===== src/rtl/core/h4rx_pkg.sv =====
// ----------------------------------------------------------------------------
// H4 receive deframer package
// Shared types and codes for the HCI H4 receive deframer.
// ----------------------------------------------------------------------------
`default_nettype none

package h4rx_pkg;

  // H4 packet type bytes
  localparam logic [7:0] H4_TYPE_EVT = 8'h04;
  localparam logic [7:0] H4_TYPE_ACL = 8'h02;
  localparam logic [7:0] H4_TYPE_ISO = 8'h05;

  // Event codes
  localparam logic [7:0] EVT_LE_META       = 8'h3E;
  localparam logic [7:0] LE_SUB_ADV_REPORT = 8'h02;

  // Packet kind codes
  localparam logic [1:0] KIND_NONE = 2'd0;
  localparam logic [1:0] KIND_EVT  = 2'd1;
  localparam logic [1:0] KIND_ACL  = 2'd2;
  localparam logic [1:0] KIND_ISO  = 2'd3;

  // Byte role codes
  localparam logic [2:0] ROLE_TYPE    = 3'd0;
  localparam logic [2:0] ROLE_HEADER  = 3'd1;
  localparam logic [2:0] ROLE_PAYLOAD = 3'd2;
  localparam logic [2:0] ROLE_DISCARD = 3'd3;
  localparam logic [2:0] ROLE_UNKNOWN = 3'd4;

  // Header lengths
  localparam logic [2:0] HDR_LEN_EVT  = 3'd2;
  localparam logic [2:0] HDR_LEN_META = 3'd3;
  localparam logic [2:0] HDR_LEN_ACL  = 3'd4;

  // Configuration register indexes
  localparam logic [0:0] CFG_MAX_PAYLOAD = 1'b0;
  localparam logic [0:0] CFG_ISO_ENABLE  = 1'b1;

  localparam logic [15:0] MAX_PAYLOAD_RESET = 16'd1024;

  typedef struct packed {
    logic [15:0] max_payload;
    logic        iso_enable;
  } h4rx_cfg_t;

  typedef struct packed {
    logic [7:0] out_byte;
    logic [1:0] packet_kind;
    logic [2:0] byte_role;
    logic       packet_end;
    logic       too_long;
    logic       discardable;
  } h4rx_result_t;

endpackage

`default_nettype wire


===== src/rtl/core/h4rx_cfg.sv =====
// ----------------------------------------------------------------------------
// H4 receive deframer configuration registers
// Holds max_payload and iso_enable, written through a plain write port.
// ----------------------------------------------------------------------------
`default_nettype none

module h4rx_cfg (
  input  wire logic              clk,
  input  wire logic              rst,
  input  wire logic              cfg_we,
  input  wire logic [0:0]        cfg_index,
  input  wire logic [15:0]       cfg_data,
  output h4rx_pkg::h4rx_cfg_t    cfg
);

  always_ff @(posedge clk) begin
    if (rst) begin
      cfg.max_payload <= h4rx_pkg::MAX_PAYLOAD_RESET;
      cfg.iso_enable  <= 1'b1;
    end else if (cfg_we) begin
      unique case (cfg_index)
        h4rx_pkg::CFG_MAX_PAYLOAD: cfg.max_payload <= cfg_data;
        h4rx_pkg::CFG_ISO_ENABLE:  cfg.iso_enable  <= cfg_data[0];
        default:                   cfg.iso_enable  <= cfg.iso_enable;
      endcase
    end
  end

endmodule

`default_nettype wire


===== src/rtl/core/h4rx_parser.sv =====
// ----------------------------------------------------------------------------
// H4 receive deframer parser
// Packet state and the per-byte classification, one byte per step.
// ----------------------------------------------------------------------------
`default_nettype none

module h4rx_parser (
  input  wire logic                  clk,
  input  wire logic                  rst,
  input  wire logic                  step,
  input  wire logic [7:0]            rx_byte,
  input  wire h4rx_pkg::h4rx_cfg_t   cfg,
  output h4rx_pkg::h4rx_result_t     res
);

  logic [1:0]  current_kind, current_kind_next;
  logic [7:0]  header_store [4];
  logic [7:0]  header_store_next [4];
  logic [2:0]  header_length, header_length_next;
  logic [15:0] bytes_left, bytes_left_next;
  logic        header_complete, header_complete_next;
  logic [15:0] discard_left, discard_left_next;
  logic        discard_mark, discard_mark_next;

  always_comb begin
    logic [1:0]  pos;
    logic [2:0]  hdr_diff;
    logic [15:0] len;
    logic        ext;

    current_kind_next    = current_kind;
    header_store_next    = header_store;
    header_length_next   = header_length;
    bytes_left_next      = bytes_left;
    header_complete_next = header_complete;
    discard_left_next    = discard_left;
    discard_mark_next    = discard_mark;
    hdr_diff             = header_length - bytes_left[2:0];
    pos                  = hdr_diff[1:0];
    len                  = '0;
    ext                  = 1'b0;

    res.out_byte    = rx_byte;
    res.packet_kind = h4rx_pkg::KIND_NONE;
    res.byte_role   = h4rx_pkg::ROLE_TYPE;
    res.packet_end  = 1'b0;
    res.too_long    = 1'b0;
    res.discardable = 1'b0;

    if (discard_left != 16'd0) begin
      // Drop payload of an oversized packet
      discard_left_next = discard_left - 16'd1;
      res.byte_role     = h4rx_pkg::ROLE_DISCARD;
    end else if (current_kind == h4rx_pkg::KIND_NONE) begin
      if (rx_byte == h4rx_pkg::H4_TYPE_EVT) begin
        current_kind_next  = h4rx_pkg::KIND_EVT;
        header_length_next = h4rx_pkg::HDR_LEN_EVT;
      end else if (rx_byte == h4rx_pkg::H4_TYPE_ACL) begin
        current_kind_next  = h4rx_pkg::KIND_ACL;
        header_length_next = h4rx_pkg::HDR_LEN_ACL;
      end else if (rx_byte == h4rx_pkg::H4_TYPE_ISO && cfg.iso_enable) begin
        current_kind_next  = h4rx_pkg::KIND_ISO;
        header_length_next = h4rx_pkg::HDR_LEN_ACL;
      end
      if (current_kind_next != h4rx_pkg::KIND_NONE) begin
        bytes_left_next      = {13'd0, header_length_next};
        header_complete_next = 1'b0;
        discard_mark_next    = 1'b0;
        res.packet_kind      = current_kind_next;
      end else begin
        res.byte_role = h4rx_pkg::ROLE_UNKNOWN;
      end
    end else if (!header_complete) begin
      header_store_next[pos] = rx_byte;
      bytes_left_next        = bytes_left - 16'd1;
      res.packet_kind        = current_kind;
      res.byte_role          = h4rx_pkg::ROLE_HEADER;
      // Extend the header by the subevent byte for an LE meta event
      if (current_kind == h4rx_pkg::KIND_EVT && header_length == h4rx_pkg::HDR_LEN_EVT &&
          bytes_left_next < 16'd2 && header_store_next[0] == h4rx_pkg::EVT_LE_META) begin
        bytes_left_next    = bytes_left_next + 16'd1;
        header_length_next = h4rx_pkg::HDR_LEN_META;
      end
      if (bytes_left_next == 16'd0) begin
        if (current_kind == h4rx_pkg::KIND_EVT) begin
          ext = (header_length_next == h4rx_pkg::HDR_LEN_META);
          len = (header_store_next[1] > {7'd0, ext}) ?
                {8'd0, header_store_next[1] - {7'd0, ext}} : 16'd0;
          if (header_store_next[0] == h4rx_pkg::EVT_LE_META && ext &&
              header_store_next[2] == h4rx_pkg::LE_SUB_ADV_REPORT) begin
            discard_mark_next = 1'b1;
          end
        end else begin
          len = {header_store_next[3], header_store_next[2]};
          if (current_kind == h4rx_pkg::KIND_ISO) begin
            len[15:14] = 2'b00;
          end
        end
        res.discardable = discard_mark_next;
        priority if (len > cfg.max_payload) begin
          res.too_long         = 1'b1;
          discard_left_next    = len;
          current_kind_next    = h4rx_pkg::KIND_NONE;
          header_length_next   = '0;
          bytes_left_next      = '0;
          header_complete_next = 1'b0;
          discard_mark_next    = 1'b0;
        end else if (len == 16'd0) begin
          res.packet_end       = 1'b1;
          current_kind_next    = h4rx_pkg::KIND_NONE;
          header_length_next   = '0;
          bytes_left_next      = '0;
          header_complete_next = 1'b0;
          discard_mark_next    = 1'b0;
        end else begin
          header_complete_next = 1'b1;
          bytes_left_next      = len;
        end
      end else begin
        res.discardable = discard_mark;
      end
    end else begin
      res.packet_kind = current_kind;
      res.byte_role   = h4rx_pkg::ROLE_PAYLOAD;
      res.discardable = discard_mark;
      bytes_left_next = bytes_left - 16'd1;
      if (bytes_left_next == 16'd0) begin
        res.packet_end       = 1'b1;
        current_kind_next    = h4rx_pkg::KIND_NONE;
        header_length_next   = '0;
        header_complete_next = 1'b0;
        discard_mark_next    = 1'b0;
      end
    end
  end

  always_ff @(posedge clk) begin
    if (rst) begin
      current_kind    <= h4rx_pkg::KIND_NONE;
      header_length   <= '0;
      bytes_left      <= '0;
      header_complete <= 1'b0;
      discard_left    <= '0;
      discard_mark    <= 1'b0;
    end else if (step) begin
      current_kind    <= current_kind_next;
      header_length   <= header_length_next;
      bytes_left      <= bytes_left_next;
      header_complete <= header_complete_next;
      discard_left    <= discard_left_next;
      discard_mark    <= discard_mark_next;
    end
  end

  // Header bytes carry no reset
  always_ff @(posedge clk) begin
    if (step) begin
      header_store <= header_store_next;
    end
  end

endmodule

`default_nettype wire


===== src/rtl/core/hci_h4_rx_deframer.sv =====
// A byte accepted on the input side passes the input register, the parser logic
// and the result register before it is offered on the master side.
// Throughput: one byte per cycle while the master side does not stall.
// The input side keeps accepting while a result waits, up to one buffered byte.
// Reset (rst, synchronous, active high) empties both registers, returns the
// parser to waiting for a type byte and loads max_payload 1024, iso_enable 1.
// ----------------------------------------------------------------------------
// HCI H4 receive deframer
// Splits a received byte stream into H4 event, ACL and ISO packets.
// ----------------------------------------------------------------------------
`default_nettype none

module hci_h4_rx_deframer (
  input  wire logic        clk,
  input  wire logic        rst,
  // Input stream
  input  wire logic        s_axis_tvalid,
  output      logic        s_axis_tready,
  input  wire logic [7:0]  s_axis_tdata,   // [7:0] rx_byte
  // Output stream
  output      logic        m_axis_tvalid,
  input  wire logic        m_axis_tready,
  output      logic [7:0]  m_axis_tdata,   // [7:0] out_byte
  output      logic [6:0]  m_axis_tuser,   // [1:0] packet_kind, [4:2] byte_role,
                                           // [5] too_long, [6] discardable
  output      logic        m_axis_tlast,   // packet_end
  // Configuration write port
  input  wire logic        cfg_we,
  input  wire logic [0:0]  cfg_index,
  input  wire logic [15:0] cfg_data
);

  h4rx_pkg::h4rx_cfg_t    cfg;
  h4rx_pkg::h4rx_result_t res;
  h4rx_pkg::h4rx_result_t out_res;

  logic       in_valid;
  logic [7:0] in_byte;
  logic       out_valid;
  logic       step;

  // Advance the held byte whenever the result register is free or draining
  assign step          = in_valid && (!out_valid || m_axis_tready);
  assign s_axis_tready = !in_valid || step;

  h4rx_cfg u_cfg (
    .clk       (clk),
    .rst       (rst),
    .cfg_we    (cfg_we),
    .cfg_index (cfg_index),
    .cfg_data  (cfg_data),
    .cfg       (cfg)
  );

  h4rx_parser u_parser (
    .clk     (clk),
    .rst     (rst),
    .step    (step),
    .rx_byte (in_byte),
    .cfg     (cfg),
    .res     (res)
  );

  // Input register
  always_ff @(posedge clk) begin
    if (rst) begin
      in_valid <= 1'b0;
    end else if (s_axis_tready) begin
      in_valid <= s_axis_tvalid;
    end
  end

  always_ff @(posedge clk) begin
    if (s_axis_tvalid && s_axis_tready) begin
      in_byte <= s_axis_tdata;
    end
  end

  // Result register: load on step, drop valid once taken
  always_ff @(posedge clk) begin
    if (rst) begin
      out_valid <= 1'b0;
    end else if (step) begin
      out_valid <= 1'b1;
    end else if (m_axis_tready) begin
      out_valid <= 1'b0;
    end
  end

  always_ff @(posedge clk) begin
    if (step) begin
      out_res <= res;
    end
  end

  assign m_axis_tvalid = out_valid;
  assign m_axis_tdata  = out_res.out_byte;
  assign m_axis_tuser  = {out_res.discardable, out_res.too_long,
                          out_res.byte_role, out_res.packet_kind};
  assign m_axis_tlast  = out_res.packet_end;

endmodule

`default_nettype wire


===== config.mk =====
export PLATFORM = sky130hd
export DESIGN_NAME = hci_h4_rx_deframer
export DESIGN_NICKNAME = d
export VERILOG_FILES = /design/src/rtl/core/h4rx_pkg.sv /design/src/rtl/core/h4rx_cfg.sv /design/src/rtl/core/h4rx_parser.sv /design/src/rtl/core/hci_h4_rx_deframer.sv
export SDC_FILE = /design/constraint.sdc
export NUM_CORES = 1
export LEC_CHECK = 0
export ABC_AREA = 1
export BUFFER_PORTS_ARGS = -buffer_cell sky130_fd_sc_hd__buf_2
export CAP_MARGIN = 20
export CELL_PAD_IN_SITES_DETAIL_PLACEMENT = 0
export CELL_PAD_IN_SITES_GLOBAL_PLACEMENT = 1
export CORE_ASPECT_RATIO = 0.8
export CORE_MARGIN = 2
export CORE_UTILIZATION = 45
export CTS_CLUSTER_SIZE = 30
export DETAILED_ROUTE_END_ITERATION = 6
export PLACE_DENSITY_LB_ADDON = 0.1
export SLEW_MARGIN = 10
export SYNTH_ARGS = -nofsm -noshare
export SYNTH_HDL_FRONTEND = slang
export SYNTH_SLANG_ARGS = --single-unit

===== constraint.sdc =====
create_clock -name clk -period 10.63 [get_ports clk]
set_input_delay 1.5945 -clock clk [delete_from_list [all_inputs] [get_ports clk]]
set_output_delay 1.5945 -clock clk [all_outputs]
set_load 0.02 [all_outputs]

==> qor.yml <==
sta:
  finalSetupViolCount: 0
  finalMaxSlewViolations: 0
  worst_pin_slew_ns: 0.9668
  relSlewSlack_pct: 35.31
  tns_ns: 0
  final_hold_viol_count: 0
  rsz0062_at_grt: "no"
  period_minus_slack_ns: 5.908
  clock.fmax_ghz: 0.1693
  skew_ns: 0.007404
  fin_crit_sh_pct: 55.58
critical_path:
  endpoint_kind: "flip-flop"
  cp_num_buf_inv: 5
  critical_path.max_stage_delay_ns: 0.43
  slowest_stage: "dfxtp_1"
  critPathKind: "flip-flop to flip-flop"
  path_common_cell: "nand2_1"
  crit_family: "simple AND/OR/NAND/NOR gates"
  start_kind: "flip-flop"
  cp.required_ns: 10.99
  critPathMaxFanout: 13
  arrival_ns: 6.27
  rrSetupSlack_ns: 4.72
floorplan:
  core_area_um2: 15750
  dieWidth_um: 145.8
  die_h_um: 117.5
  dieArea_um2: 17130
  num_rows: 41
  io_pins: 48
  initial_core_util_pct: 45.98
global_route:
  grt_pass1_vias: 5776
  grt_pass1_wl_um: 31930
  grt_start_max_net_pins: 44
  antenna_found_initial: 0
  track_usage_pct: 23.96
  grt_overflow: 0
clock_network:
  clock-sinks: 114
  hold_buffers: 0
  clockBufferDepth: 2
  cts_tree: "yes"
  post_cts_buffers: 0
  clk_pin_slew_worst_paths_ns: 0.06
  cts_buffers: 17
  insertion_delay_ns: 0.43
  cts-root-buf: "clkbuf_16"
  cts-htree-levels: 4
  cts_resized: 0
detailed_routing:
  wl_per_cell_um: 16.23
  vias: 6544
  drt_iter0_markers: 474
  drc: 0
  first_pass_iters: 5
  totalWireLength_um: 20190
  ant_nets: 0
  viasPerCell: 5.260
layout:
  area_growth_pct: 13.24
  final_layout_size_suffix_gt1_share_pct: 15.55
  fin_util_pct: 52.06
  mostFrequentLayoutCell: "nand2_1"
  nNetsFinal: 1069
  insertedDiodeCount: 0
  most-common-layout-cells: "nand2_1 (194), inv_1 (145), nor2_1 (88)"
  final_area_um2: 8199
synth:
  synth_area_leaders: "edfxtp_1 (23%), dfxtp_1 (16%), nand2_1 (10%)"
  ys_ff_latch: 114
  ys_seq_area_share_pct: 39.26
  synth_top_area_cell: "edfxtp_1"
  netlist_instances: 975
  synth_cell_types: 47
  yosys_warnings: 0
  yosysTopAreaCellShare_pct: 23.22
  synth_area_per_cell_um2: 7.426
  synth_area_um2: 7241
  synth_nets: 1028
power:
  powerDensity_nw_per_um2: 184.1
  power.internal_uw: 945.8
  combPwrFrac_pct: 28.2
  swShare_pct: 37.34
  clkPwrFrac_pct: 37.9
  p_sw_uw: 563.5
  leakage_uw: 0.003673
  seqPwrFrac_pct: 33.9
  ir_worst_vdd_mv: 0.1160
placement:
  portBuffers: 47
  placed_cell_area_um2: 7606
  gp_congestion: 0.8784
  dp_hpwl_um: 14590
job:
  cap_violations: 0
worst_hold_path:
  hold_path_class: "flip-flop to flip-flop"
status:
  status: "completed"
==> worst paths after layout <==
| kind | from | end | cells past startpoint |
|---|---|---|---|
| worst max-delay path | u_parser.bytes_left[0] | u_parser.bytes_left[4] | 38 |
| worst min-delay path | u_cfg.cfg[13] | u_cfg.cfg[13] | 2 |
| worst max register to register | u_parser.bytes_left[0] | u_parser.bytes_left[4] | 38 |
| worst min register to register | u_cfg.cfg[13] | u_cfg.cfg[13] | 2 |
==> kinds of logic (layout without fill, tap and decap cells) <==
logic type	Yosys count	after routing	synth area share (%)
xor gates and xnor gates	14	14	1.797
buffers and inverters	184	238	10.45
AOI/OAI and AO/OA	210	210	16.33
adders and majority gates	23	23	3.974
and+or+nand+nor	430	430	28.18
DFF	114	114	39.26
==> power by group through the flow <==
| stage | Sequential [uW] | Combinational, uW | Clock [uW] |
|---|---|---|---|
| 3_5_place_dp | 520 | 418 | 0 |
| 3_3_place_gp | 520 | 423 | 0 |
| 2_1_floorplan | 518 | 310 | 0 |
| 4_1_cts | 511 | 421 | 581 |
| 6_report | 511 | 426 | 572 |
| 5_1_grt | 513 | 476 | 599 |
==> flip-flops by register name, summed over array words and instances (netlist names) <==
name,cells
u_parser.header_store,32
u_parser.current_kind,2
u_parser.bytes_left,16
m_axis_tdata,8
u_cfg.cfg,17
u_parser.discard_mark,1
u_parser.header_length,3
m_axis_tuser,7
m_axis_tvalid,1
in_valid,1
in_byte,8
u_parser.discard_left,16
u_parser.header_complete,1
m_axis_tlast,1
==> metal layers <==
metal	vias up	GRT usage, %	wire [um]	part of all wire, %
li1	3343	-	-	-
met1	2944	37.27	10370	51
met2	230	32.58	8040	40
met3	27	4.302	1374	6.8
met4	0	9.007	400	2.0
met5	-	0	0	0
==> layout make-up <==
cell class / instances / area, um2
clock inverter: 15 / 167.7
multi-input combinational: 677 / 3643
tap: 215 / 269.0
sequential: 114 / 2843
timing repair buffer: 52 / 272.8
clock buffer: 17 / 425.4
inverter: 154 / 578.1
fill: 1574 / 7550
==> worst register-to-register path: cells and delay by family, from the launching register on <==
family / cells / cell delay (ns)
compound gates: 7 / 1.35
fa+ha+maj: 4 / 1.06
buf+inv: 5 / 0.63
flops: 1 / 0.43
simple gates: 22 / 2.38
==> stage by stage <==
step	setup slack [ns]	total power [uW]	hold slack, ns	cells
after floorplan	5.983	828.5	0.4353	975
after global placement	4.882	943.0	0.4536	1212
final	4.722	1509	0.4676	1244
after detailed placement	4.791	937.6	0.4571	1212
after global routing	4.031	1589	0.4875	1244
after CTS	4.766	1513	0.4682	1244
==> Yosys cell counts (all sizes together) <==
cell     count
a211oi       2
a21boi       1
a21oi       81
a221oi       1
a22oi        2
a2bb2oi      1
a31oi        6
buf         10
clkbuf      20
clkinv       2
dfxtp       58
edfxtp      56
ha          23
inv        152
nand2      211
nand3       53
nand3b       1
nand4       28
nor2       102
nor3        15
nor4        14
o211ai      12
o21ai      100
o21bai       2
o221ai       1
o22ai        1
or2          6
xnor2        4
xor2        10
Power figures use the tool's default switching activity.
